### src/rtl/composite_bounds_fold_macros.svh
// Assertion macros for the composite bounds fold block.
// Needs nothing else; taken in by the files that assert.
`ifndef COMPOSITE_BOUNDS_FOLD_MACROS_SVH
`define COMPOSITE_BOUNDS_FOLD_MACROS_SVH

// Same-cycle implication under synchronous reset.
`define CBF_ASSERT_IMP(label, clk, rst, ante, cons, msg) \
   label: assert property (@(posedge clk) disable iff (rst) (ante) |-> (cons)) else $error(msg);

// Next-cycle implication under synchronous reset.
`define CBF_ASSERT_NXT(label, clk, rst, ante, cons, msg) \
   label: assert property (@(posedge clk) disable iff (rst) (ante) |=> (cons)) else $error(msg);

`endif

### src/rtl/cbf_pkg.sv
// Shared types, mode codes and edge helpers for the composite bounds fold.
// No dependencies.
package cbf_pkg;

   localparam int EDGE_W = 32;
   localparam int MODE_W = 4;

   typedef logic signed [EDGE_W-1:0] coord_type;
   typedef logic [MODE_W-1:0]        mode_type;

   typedef struct packed {
      coord_type left;
      coord_type top;
      coord_type right;
      coord_type bottom;
   } rect_type;

   typedef struct packed {
      rect_type rect;
      logic     last;
   } beat_type;

   localparam mode_type MODE_SOURCE_OVER      = 4'd0;
   localparam mode_type MODE_DESTINATION_OVER = 4'd1;
   localparam mode_type MODE_SOURCE_IN        = 4'd2;
   localparam mode_type MODE_DESTINATION_IN   = 4'd3;
   localparam mode_type MODE_SOURCE_OUT       = 4'd4;
   localparam mode_type MODE_DESTINATION_OUT  = 4'd5;
   localparam mode_type MODE_SOURCE_ATOP      = 4'd6;
   localparam mode_type MODE_DESTINATION_ATOP = 4'd7;
   localparam mode_type MODE_XOR              = 4'd8;
   localparam mode_type MODE_PLUS             = 4'd9;
   localparam mode_type MODE_SOURCE_COPY      = 4'd10;
   localparam mode_type MODE_BOUNDED_COPY     = 4'd11;
   localparam mode_type MODE_MASK_INVERT      = 4'd12;

   function automatic coord_type coord_min(coord_type a, coord_type b);
      return (b < a) ? b : a;
   endfunction

   function automatic coord_type coord_max(coord_type a, coord_type b);
      return (a < b) ? b : a;
   endfunction

   function automatic logic rect_empty(rect_type r);
      return (r.left >= r.right) || (r.top >= r.bottom);
   endfunction

endpackage

### src/rtl/cbf_in_stage.sv
// Input register of the composite bounds fold: captures one rectangle beat.
// Depends on cbf_pkg.
module cbf_in_stage (
   input  logic             clock,
   input  logic             reset,
   input  logic             req_valid,
   input  cbf_pkg::beat_type req_beat,
   output logic             req_stall,
   input  logic             take,
   output logic             valid,
   output cbf_pkg::beat_type beat
);
   import cbf_pkg::*;

   logic     valid_ff, valid_in;
   beat_type beat_ff;
   logic     accept;

   // Stall only while a held beat cannot move on this cycle.
   assign req_stall = valid_ff && !take;
   assign accept    = req_valid && !req_stall;

   always_comb begin
      valid_in = valid_ff;
      if (accept) begin
         valid_in = 1'b1;
      end else if (take) begin
         valid_in = 1'b0;
      end
   end

   always_ff @(posedge clock) begin
      if (reset) begin
         valid_ff <= 1'b0;
      end else begin
         valid_ff <= valid_in;
      end
   end

   always_ff @(posedge clock) begin
      if (accept) begin
         beat_ff <= req_beat;
      end
   end

   assign valid = valid_ff;
   assign beat  = beat_ff;

endmodule

### src/rtl/cbf_fold.sv
// Bounds accumulator and combine logic: folds each source rectangle into the
// running bounds by composite mode. Depends on cbf_pkg.
module cbf_fold (
   input  logic             clock,
   input  logic             reset,
   input  logic             take,
   input  cbf_pkg::beat_type beat,
   input  cbf_pkg::mode_type mode,
   output cbf_pkg::rect_type result
);
   import cbf_pkg::*;

   rect_type acc_ff, acc_in;
   logic     first_ff, first_in;
   rect_type src, comb;

   assign src = beat.rect;

   always_comb begin
      comb = acc_ff;
      unique case (mode)
         MODE_SOURCE_IN, MODE_DESTINATION_IN: begin
            comb.left   = coord_max(acc_ff.left, src.left);
            comb.top    = coord_max(acc_ff.top, src.top);
            comb.right  = coord_min(acc_ff.right, src.right);
            comb.bottom = coord_min(acc_ff.bottom, src.bottom);
         end
         MODE_SOURCE_OUT, MODE_DESTINATION_ATOP, MODE_SOURCE_COPY: begin
            comb = src;
         end
         MODE_DESTINATION_OUT, MODE_SOURCE_ATOP: begin
            comb = acc_ff;
         end
         default: begin
            // Union; an empty side gives way to the other.
            if (rect_empty(src)) begin
               comb = acc_ff;
            end else if (rect_empty(acc_ff)) begin
               comb = src;
            end else begin
               comb.left   = coord_min(acc_ff.left, src.left);
               comb.top    = coord_min(acc_ff.top, src.top);
               comb.right  = coord_max(acc_ff.right, src.right);
               comb.bottom = coord_max(acc_ff.bottom, src.bottom);
            end
         end
      endcase
   end

   always_comb begin
      // First rectangle of a run goes in untouched, even when empty.
      if (first_ff) begin
         result = src;
      end else if (rect_empty(comb)) begin
         result = '0;
      end else begin
         result = comb;
      end
   end

   assign acc_in   = take ? result : acc_ff;
   assign first_in = take ? beat.last : first_ff;

   always_ff @(posedge clock) begin
      if (reset) begin
         acc_ff   <= '0;
         first_ff <= 1'b1;
      end else begin
         acc_ff   <= acc_in;
         first_ff <= first_in;
      end
   end

endmodule

### src/rtl/cbf_out_stage.sv
// Result register of the composite bounds fold: holds a bounds beat until
// the receiver takes it. Depends on cbf_pkg.
module cbf_out_stage (
   input  logic             clock,
   input  logic             reset,
   input  logic             take,
   input  cbf_pkg::beat_type data,
   output logic             can_take,
   output logic             rsp_valid,
   input  logic             rsp_stall,
   output cbf_pkg::beat_type rsp_beat
);
   import cbf_pkg::*;

   logic     valid_ff, valid_in;
   beat_type beat_ff;

   assign can_take = !valid_ff || !rsp_stall;

   always_comb begin
      valid_in = valid_ff;
      if (take) begin
         valid_in = 1'b1;
      end else if (!rsp_stall) begin
         valid_in = 1'b0;
      end
   end

   always_ff @(posedge clock) begin
      if (reset) begin
         valid_ff <= 1'b0;
      end else begin
         valid_ff <= valid_in;
      end
   end

   always_ff @(posedge clock) begin
      if (take) begin
         beat_ff <= data;
      end
   end

   assign rsp_valid = valid_ff;
   assign rsp_beat  = beat_ff;

endmodule

### src/rtl/composite_bounds_fold.sv
// Top level of the composite bounds fold: mode register, input register,
// combine logic and result register. Depends on cbf_pkg and the macro header.
//
// Usage:
//   req_ channel: one rectangle per beat (signed 32-bit edges, right and
//   bottom exclusive) with req_last_of_run closing a run. rsp_ channel: one
//   beat of running bounds per request beat, in order, rsp_is_final echoing
//   last_of_run. csr_ channel: writes the 4-bit composite mode; csr_ready is
//   always high. Change the mode only while no beat is in flight.
//   A beat passes the input and then the result register. Throughput is one
//   rectangle per cycle while the receiver does not stall: the accumulator
//   closes its loop through one compare-and-select per edge between the input
//   and result registers. Reset clears the bounds to zero, sets the mode to
//   source_over and makes the next beat start a run. When the receiver
//   stalls, the result register holds its beat and the input register takes
//   one more; after that req_stall rises until the response moves.
`include "composite_bounds_fold_macros.svh"
module composite_bounds_fold (
   input  logic               clock,
   input  logic               reset,
   input  logic               req_valid,
   output logic               req_stall,
   input  cbf_pkg::coord_type req_in_left,
   input  cbf_pkg::coord_type req_in_top,
   input  cbf_pkg::coord_type req_in_right,
   input  cbf_pkg::coord_type req_in_bottom,
   input  logic               req_last_of_run,
   output logic               rsp_valid,
   input  logic               rsp_stall,
   output cbf_pkg::coord_type rsp_out_left,
   output cbf_pkg::coord_type rsp_out_top,
   output cbf_pkg::coord_type rsp_out_right,
   output cbf_pkg::coord_type rsp_out_bottom,
   output logic               rsp_is_final,
   input  logic               csr_valid,
   output logic               csr_ready,
   input  cbf_pkg::mode_type  csr_data
);
   import cbf_pkg::*;

   mode_type mode_ff, mode_in;
   beat_type req_beat, in_beat, out_data, out_beat;
   logic     in_valid, can_take, take;
   rect_type result;

   assign csr_ready = 1'b1;
   assign mode_in   = (csr_valid && csr_ready) ? csr_data : mode_ff;

   always_ff @(posedge clock) begin
      if (reset) begin
         mode_ff <= MODE_SOURCE_OVER;
      end else begin
         mode_ff <= mode_in;
      end
   end

   assign req_beat.rect.left   = req_in_left;
   assign req_beat.rect.top    = req_in_top;
   assign req_beat.rect.right  = req_in_right;
   assign req_beat.rect.bottom = req_in_bottom;
   assign req_beat.last        = req_last_of_run;

   // Advance a held rectangle whenever the result register can accept it.
   assign take = in_valid && can_take;

   cbf_in_stage u_in (
      .clock     (clock),
      .reset     (reset),
      .req_valid (req_valid),
      .req_beat  (req_beat),
      .req_stall (req_stall),
      .take      (take),
      .valid     (in_valid),
      .beat      (in_beat)
   );

   cbf_fold u_fold (
      .clock  (clock),
      .reset  (reset),
      .take   (take),
      .beat   (in_beat),
      .mode   (mode_ff),
      .result (result)
   );

   assign out_data.rect = result;
   assign out_data.last = in_beat.last;

   cbf_out_stage u_out (
      .clock     (clock),
      .reset     (reset),
      .take      (take),
      .data      (out_data),
      .can_take  (can_take),
      .rsp_valid (rsp_valid),
      .rsp_stall (rsp_stall),
      .rsp_beat  (out_beat)
   );

   assign rsp_out_left   = out_beat.rect.left;
   assign rsp_out_top    = out_beat.rect.top;
   assign rsp_out_right  = out_beat.rect.right;
   assign rsp_out_bottom = out_beat.rect.bottom;
   assign rsp_is_final   = out_beat.last;

   `CBF_ASSERT_IMP(a_stall_needs_held, clock, reset, req_stall, in_valid, "stall with empty input register")
   `CBF_ASSERT_IMP(a_full_blocks, clock, reset, rsp_valid && rsp_stall && in_valid, req_stall, "input taken while both registers full")
   `CBF_ASSERT_NXT(a_take_shows, clock, reset, take, rsp_valid, "advanced beat not presented")
   `CBF_ASSERT_NXT(a_final_echo, clock, reset, take, rsp_is_final == $past(in_beat.last), "final flag lost")

endmodule

### config.mk
export PLATFORM = sky130hd
export DESIGN_NAME = composite_bounds_fold
export DESIGN_NICKNAME = d
export VERILOG_FILES = /design/src/rtl/cbf_pkg.sv /design/src/rtl/cbf_in_stage.sv /design/src/rtl/cbf_fold.sv /design/src/rtl/cbf_out_stage.sv /design/src/rtl/composite_bounds_fold.sv
export VERILOG_INCLUDE_DIRS = /design/src /design/src/rtl
export SDC_FILE = /design/constraint.sdc
export NUM_CORES = 1
export LEC_CHECK = 0
export CAP_MARGIN = 30
export CORE_MARGIN = 3
export CORE_UTILIZATION = 35
export CTS_BUF_LIST = sky130_fd_sc_hd__clkbuf_8
export CTS_CLUSTER_DIAMETER = 120
export DETAILED_ROUTE_END_ITERATION = 10
export DONT_BUFFER_PORTS = 1
export GPL_TIMING_DRIVEN = 0
export PLACE_DENSITY_LB_ADDON = 0.3
export SKIP_LAST_GASP = 1
export SLEW_MARGIN = 10
export SYNTH_ARGS = -nofsm -noshare
export SYNTH_HDL_FRONTEND = slang
export SYNTH_SLANG_ARGS = --single-unit
### constraint.sdc
create_clock -name clock -period 8.2 [get_ports clock]
set_input_delay 1.64 -clock clock [delete_from_list [all_inputs] [get_ports clock]]
set_output_delay 1.64 -clock clock [all_outputs]
set_load 0.05 [all_outputs]
# After elaboration in Yosys (flattened, before gate mapping)
# Cells that the tools add are included.
# word_totals
ff_bits	393
inputBits	138
out_inout_bits	132
# classes
magnitude_cmp	14
eq_ne	8
n_mux	17
n_reduce_logical	15
# ops
cell	count
$mux W128	4
$pmux W128 S3	1
$lt A32 B32 Y1	8
$mux W32	8
$ge A32 B32 Y1	6
$eq A4 B3 Y1 const B	4
$eq A4 B2 Y1 const B	2
$eq A4 B4 Y1 const B	1
$logic_not A1 Y1	4
$logic_or A1 B1 Y1	4
$mux W1	4
$reduce_or A2 Y1	2
$logic_and A1 B1 Y1	3
$reduce_or A3 Y1	1
$ne A2 B1 Y1 const B	1
$reduce_bool A2 Y1	1

# Longest topological paths before layout
# depth
ltp_word	9
ltp_mapped	26
depth_no_buf	21

# Cells and area by module
# From an unflattened synthesis, not the netlist that was laid out.
# hier_totals
cells_unflattened	2092
hier_area_um2	22809.4
# by_module_without_submodules
module	instances	cells_per_inst	area_each_um2	seq_area_each_um2
cbf_fold	1	1810	14821.7	2582.5
cbf_in_stage	1	133	3923.8	3893.7
cbf_out_stage	1	133	3906.2	3893.7
composite_bounds_fold	1	16	157.7	80.1

# Least setup slack after synthesis
# Ideal clock, no wire load.
# synth_path
path_kind	input -> register
from	input port rsp_stall
to	register u_in.beat_ff, in the netlist u_in.beat[0] (enable)
arrival_ns	7.725
t_required_ns	7.569
path_slack_ns	-0.156
cell_stages	2
path_buffers	0
cell_sequence	and3_1 nor2b_1
# synth_between
elab_chain_len	7
# synth_rtl
item	line_no	source
from (decl)	composite_bounds_fold.sv:29	input logic rsp_stall,
$logic_not A1 Y1	cbf_out_stage.sv:18	assign can_take = !valid_ff || !rsp_stall;
$logic_or A1 B1 Y1	cbf_out_stage.sv:18	
$logic_and A1 B1 Y1	composite_bounds_fold.sv:64	assign take = in_valid && can_take;
$logic_not A1 Y1	cbf_in_stage.sv:20	assign req_stall = valid_ff && !take;
$logic_and A1 B1 Y1	cbf_in_stage.sv:20	
$logic_not A1 Y1	cbf_in_stage.sv:21	assign accept = req_valid && !req_stall;
$logic_and A1 B1 Y1	cbf_in_stage.sv:21	
named net u_in.accept	cbf_in_stage.sv:17	logic accept;
to (signal assigned)	cbf_in_stage.sv:42	beat_ff <= req_beat;
to (decl)	cbf_in_stage.sv:16	beat_type beat_ff;
# The timed path passes the listed nets, and every way through them passes these cells.
# A chain may end at the register's enable or synchronous reset.

==> flow_summary.ini <==
[worst_setup_path]
path_cells = ha_1 -> nand4_1 -> or4_1 -> a41oi_4 -> o211a_1 -> o21a_1 -> o221a_2 -> buf_2 -> clkbuf_2 -> o21ai_0 -> ha_1 -> a21o_1 -> a2111oi_0 -> o311ai_0 -> nor3_1 -> mux2_4 -> and2_1 -> buf_2 -> a21o_1 -> clkbuf_1 -> a22o_1
slowest_delay_ns = 0.71
start_kind = register
crit_path_end_kind = register
rrSetupSlack_ns = 0.16
cp_max_fo = 10
worst_ep_required_time_ns = 8.69
path_class = reg2reg
cp_top_family = compound AO/OA/AOI/OAI gates
arrival_ns = 8.54
critPathSlowestCell = or4_1
critical_path_buf_inv_count = 4

[run]
cap_violations = 0

[sta]
tightest_slew_ns = 1.09
rsz0062_at_grt = false
finalHoldViolCount = 0
min_period_over_period = 0.981
setup_viol = 0
slew_headroom = 0.274
skew_ns = 0.0422
fmax_ghz = 0.124
slew_viol_final = 0
finalWorstSetupSlack_ns = 0.156
layout_min_cycle_time_ns = 8.04
timing.hold.ws_ns = 0.458

[power]
internal-power_mw = 3.89
p_per_area_nw_per_um2 = 218
finalPower_mw = 6.00
seqPwrFrac = 0.419
p_leak_nw = 10.9
ir_worst_vdd_mv = 0.153
clkPwrFrac = 0.338
p_sw_mw = 2.10
swShare = 0.351
p_comb_frac = 0.244

[yosys]
syn_inst = 2396
synth_flop_cell = edfxtp_1
yosysTopAreaCellShare = 0.316
avgSynthCellArea_um2 = 10.2
synth_area_leaders = edfxtp_1 (32%), ha_1 (16%), dfxtp_1 (11%)
synth_edf_count = 258
yosysTopAreaCell = edfxtp_1
syn_area_um2 = 24500
synthesis.nets = 2854
postSynth.asyncResetShare = 0
synthTopCellsByCount = ha_1 (320), edfxtp_1 (258), inv_1 (214), a21oi_1 (186), a22o_1 (150)
ys_seq_area_frac = 0.426
synth_cell_types = 76
yosysWarnings = 0
ys_ff_latch = 393
synthMostInstantiatedCell = ha_1

[clock_tree]
root_buffer = clkbuf_8
clk_latency_ns = 0.71
cts_buffers = 72
clk_pin_slew_ns = 0.06
htree_num_levels = 3
cts_hold_buf = 0
cts_tree = yes
clk_path_buf_depth = 3
clock-sinks = 393

[die]
die_area_um2 = 73300
rows = 96
start_util = 0.355
core_um2 = 69100
fp.dieH_um = 271
die_width_um = 271
ioPinCount = 270

[detailed_routing]
vias = 20600
dr.pass1.iters = 5
drt_iter0_drc = 1804
drt-total-wl_mm = 88.1
viasPerCell = 5.92
remaining_drc_errors = 0
final_antenna_net_count = 0
wl_per_cell_um = 25.3

[finish]
final_area_um2 = 27500
area_growth_pct = 12.3
n_fill_cell = 6796
drive_gt1_frac = 0.0862
fin_nets = 2941

[hold_path]
hold_class = reg2reg

[placed_design]
dp_hpwl_mm = 68.5
place.gp.congestion = 0.943
io_buffers = 0
post_dp_cell_area_um2 = 25900
place_ws_ns = -1.28

[global_route]
overflow = 0
grt_first_pass_wirelength_mm = 130
antenna_found_initial = 5
track_usage = 0.234
grt_pass1_vias = 20900
grt_max_degree = 61

[run_status]
run_status = completed
==> logic make-up (layout without fill, tap and decap cells) <==
family          count (synthesis)  in the layout  share of synthesized area
flops                         393            393                      0.426
buf+inv                       355            501                     0.0559
compound gates                849            849                      0.249
mux                            42             42                     0.0188
simple gates                  435            435                     0.0870
xor+xnor                        1              1                   0.000357
fa+ha+maj                     320            320                      0.163
other cells                     1              8                   0.000153
==> area by class of cell <==
type	instances	area [µm²]	area share
flip-flops and latches	393	10500	0.379
multi-input cells	1648	12800	0.465
clock inverters	53	423	0.0154
well taps	931	1160	0.0423
diodes	7	17.5	0.000636
plain buffers	140	586	0.0213
repair buffers	14	189	0.00686
inverters	214	803	0.0292
clock buffers	80	1100	0.0400
==> flip-flops by register name, summed over array words and instances, names as in the netlist <==
register,cells
u_in.beat,129
u_out.rsp_beat,129
u_fold.acc_ff,128
mode_ff,4
u_fold.first_ff,1
u_in.valid,1
u_out.rsp_valid,1
==> power groups by stage <==
stage / combinational (mW) / sequential (mW) / clock, mW
floorplan: 0.970 / 2.49 / 0
global placement: 1.36 / 2.56 / 0
detailed placement: 1.41 / 2.55 / 0
CTS: 1.43 / 2.51 / 2.08
global route: 1.61 / 2.52 / 2.18
finish: 1.46 / 2.51 / 2.03
==> cell usage in the layout, fill, tap and decap left out, types with 32 or more instances in the layout <==
cell type and n:
a22o_1 150, o31ai_1 92, ha_1 320, nand2_1 118, edfxtp_1 258, inv_1 232, o2111ai_1 34, nor2_1 103
clkbuf_8 80, nand4_1 66, nor2b_1 42, mux2_2 32, clkbuf_1 86, o21ai_0 98, dfxtp_1 135, a22oi_1 60
buf_2 33, nand3_1 35, a21oi_1 186
==> metal layers <==
layer | vias up | GRT usage | routed length, µm
li1 | 9480 | - | -
met1 | 10100 | 0.290 | 35900
met2 | 856 | 0.386 | 41500
met3 | 204 | 0.0547 | 6810
met4 | 2 | 0.108 | 3920
met5 | - | 0 | 13
==> worst paths after layout <==
| path | endpoint | start | depth (start not counted) |
|---|---|---|---|
| max | u_out.rsp_beat[98] | u_in.beat[96] | 21 |
| min | u_out.rsp_beat[0] | u_in.beat[0] | 0 |
| max reg2reg | u_out.rsp_beat[98] | u_in.beat[96] | 21 |
| min reg2reg | u_out.rsp_beat[0] | u_in.beat[0] | 0 |
==> stage by stage <==
stage                     instances  utilization  setup TNS, ns
after floorplan                2396            -              0
after global placement         3327        0.372        -445.19
after detailed placement       3338        0.375        -170.58
after CTS                      3470        0.398        -0.0248
after global routing           3477        0.399              0
final                          3480        0.399              0
==> what timing repair did <==
item / in CTS / in global routing
gates resized for setup: 19 / 12
setup buffers: 0 / 3
setup endpoints to repair: 255 / 212
pin swaps: 0 / 1
(Power assumes the default switching activity.)
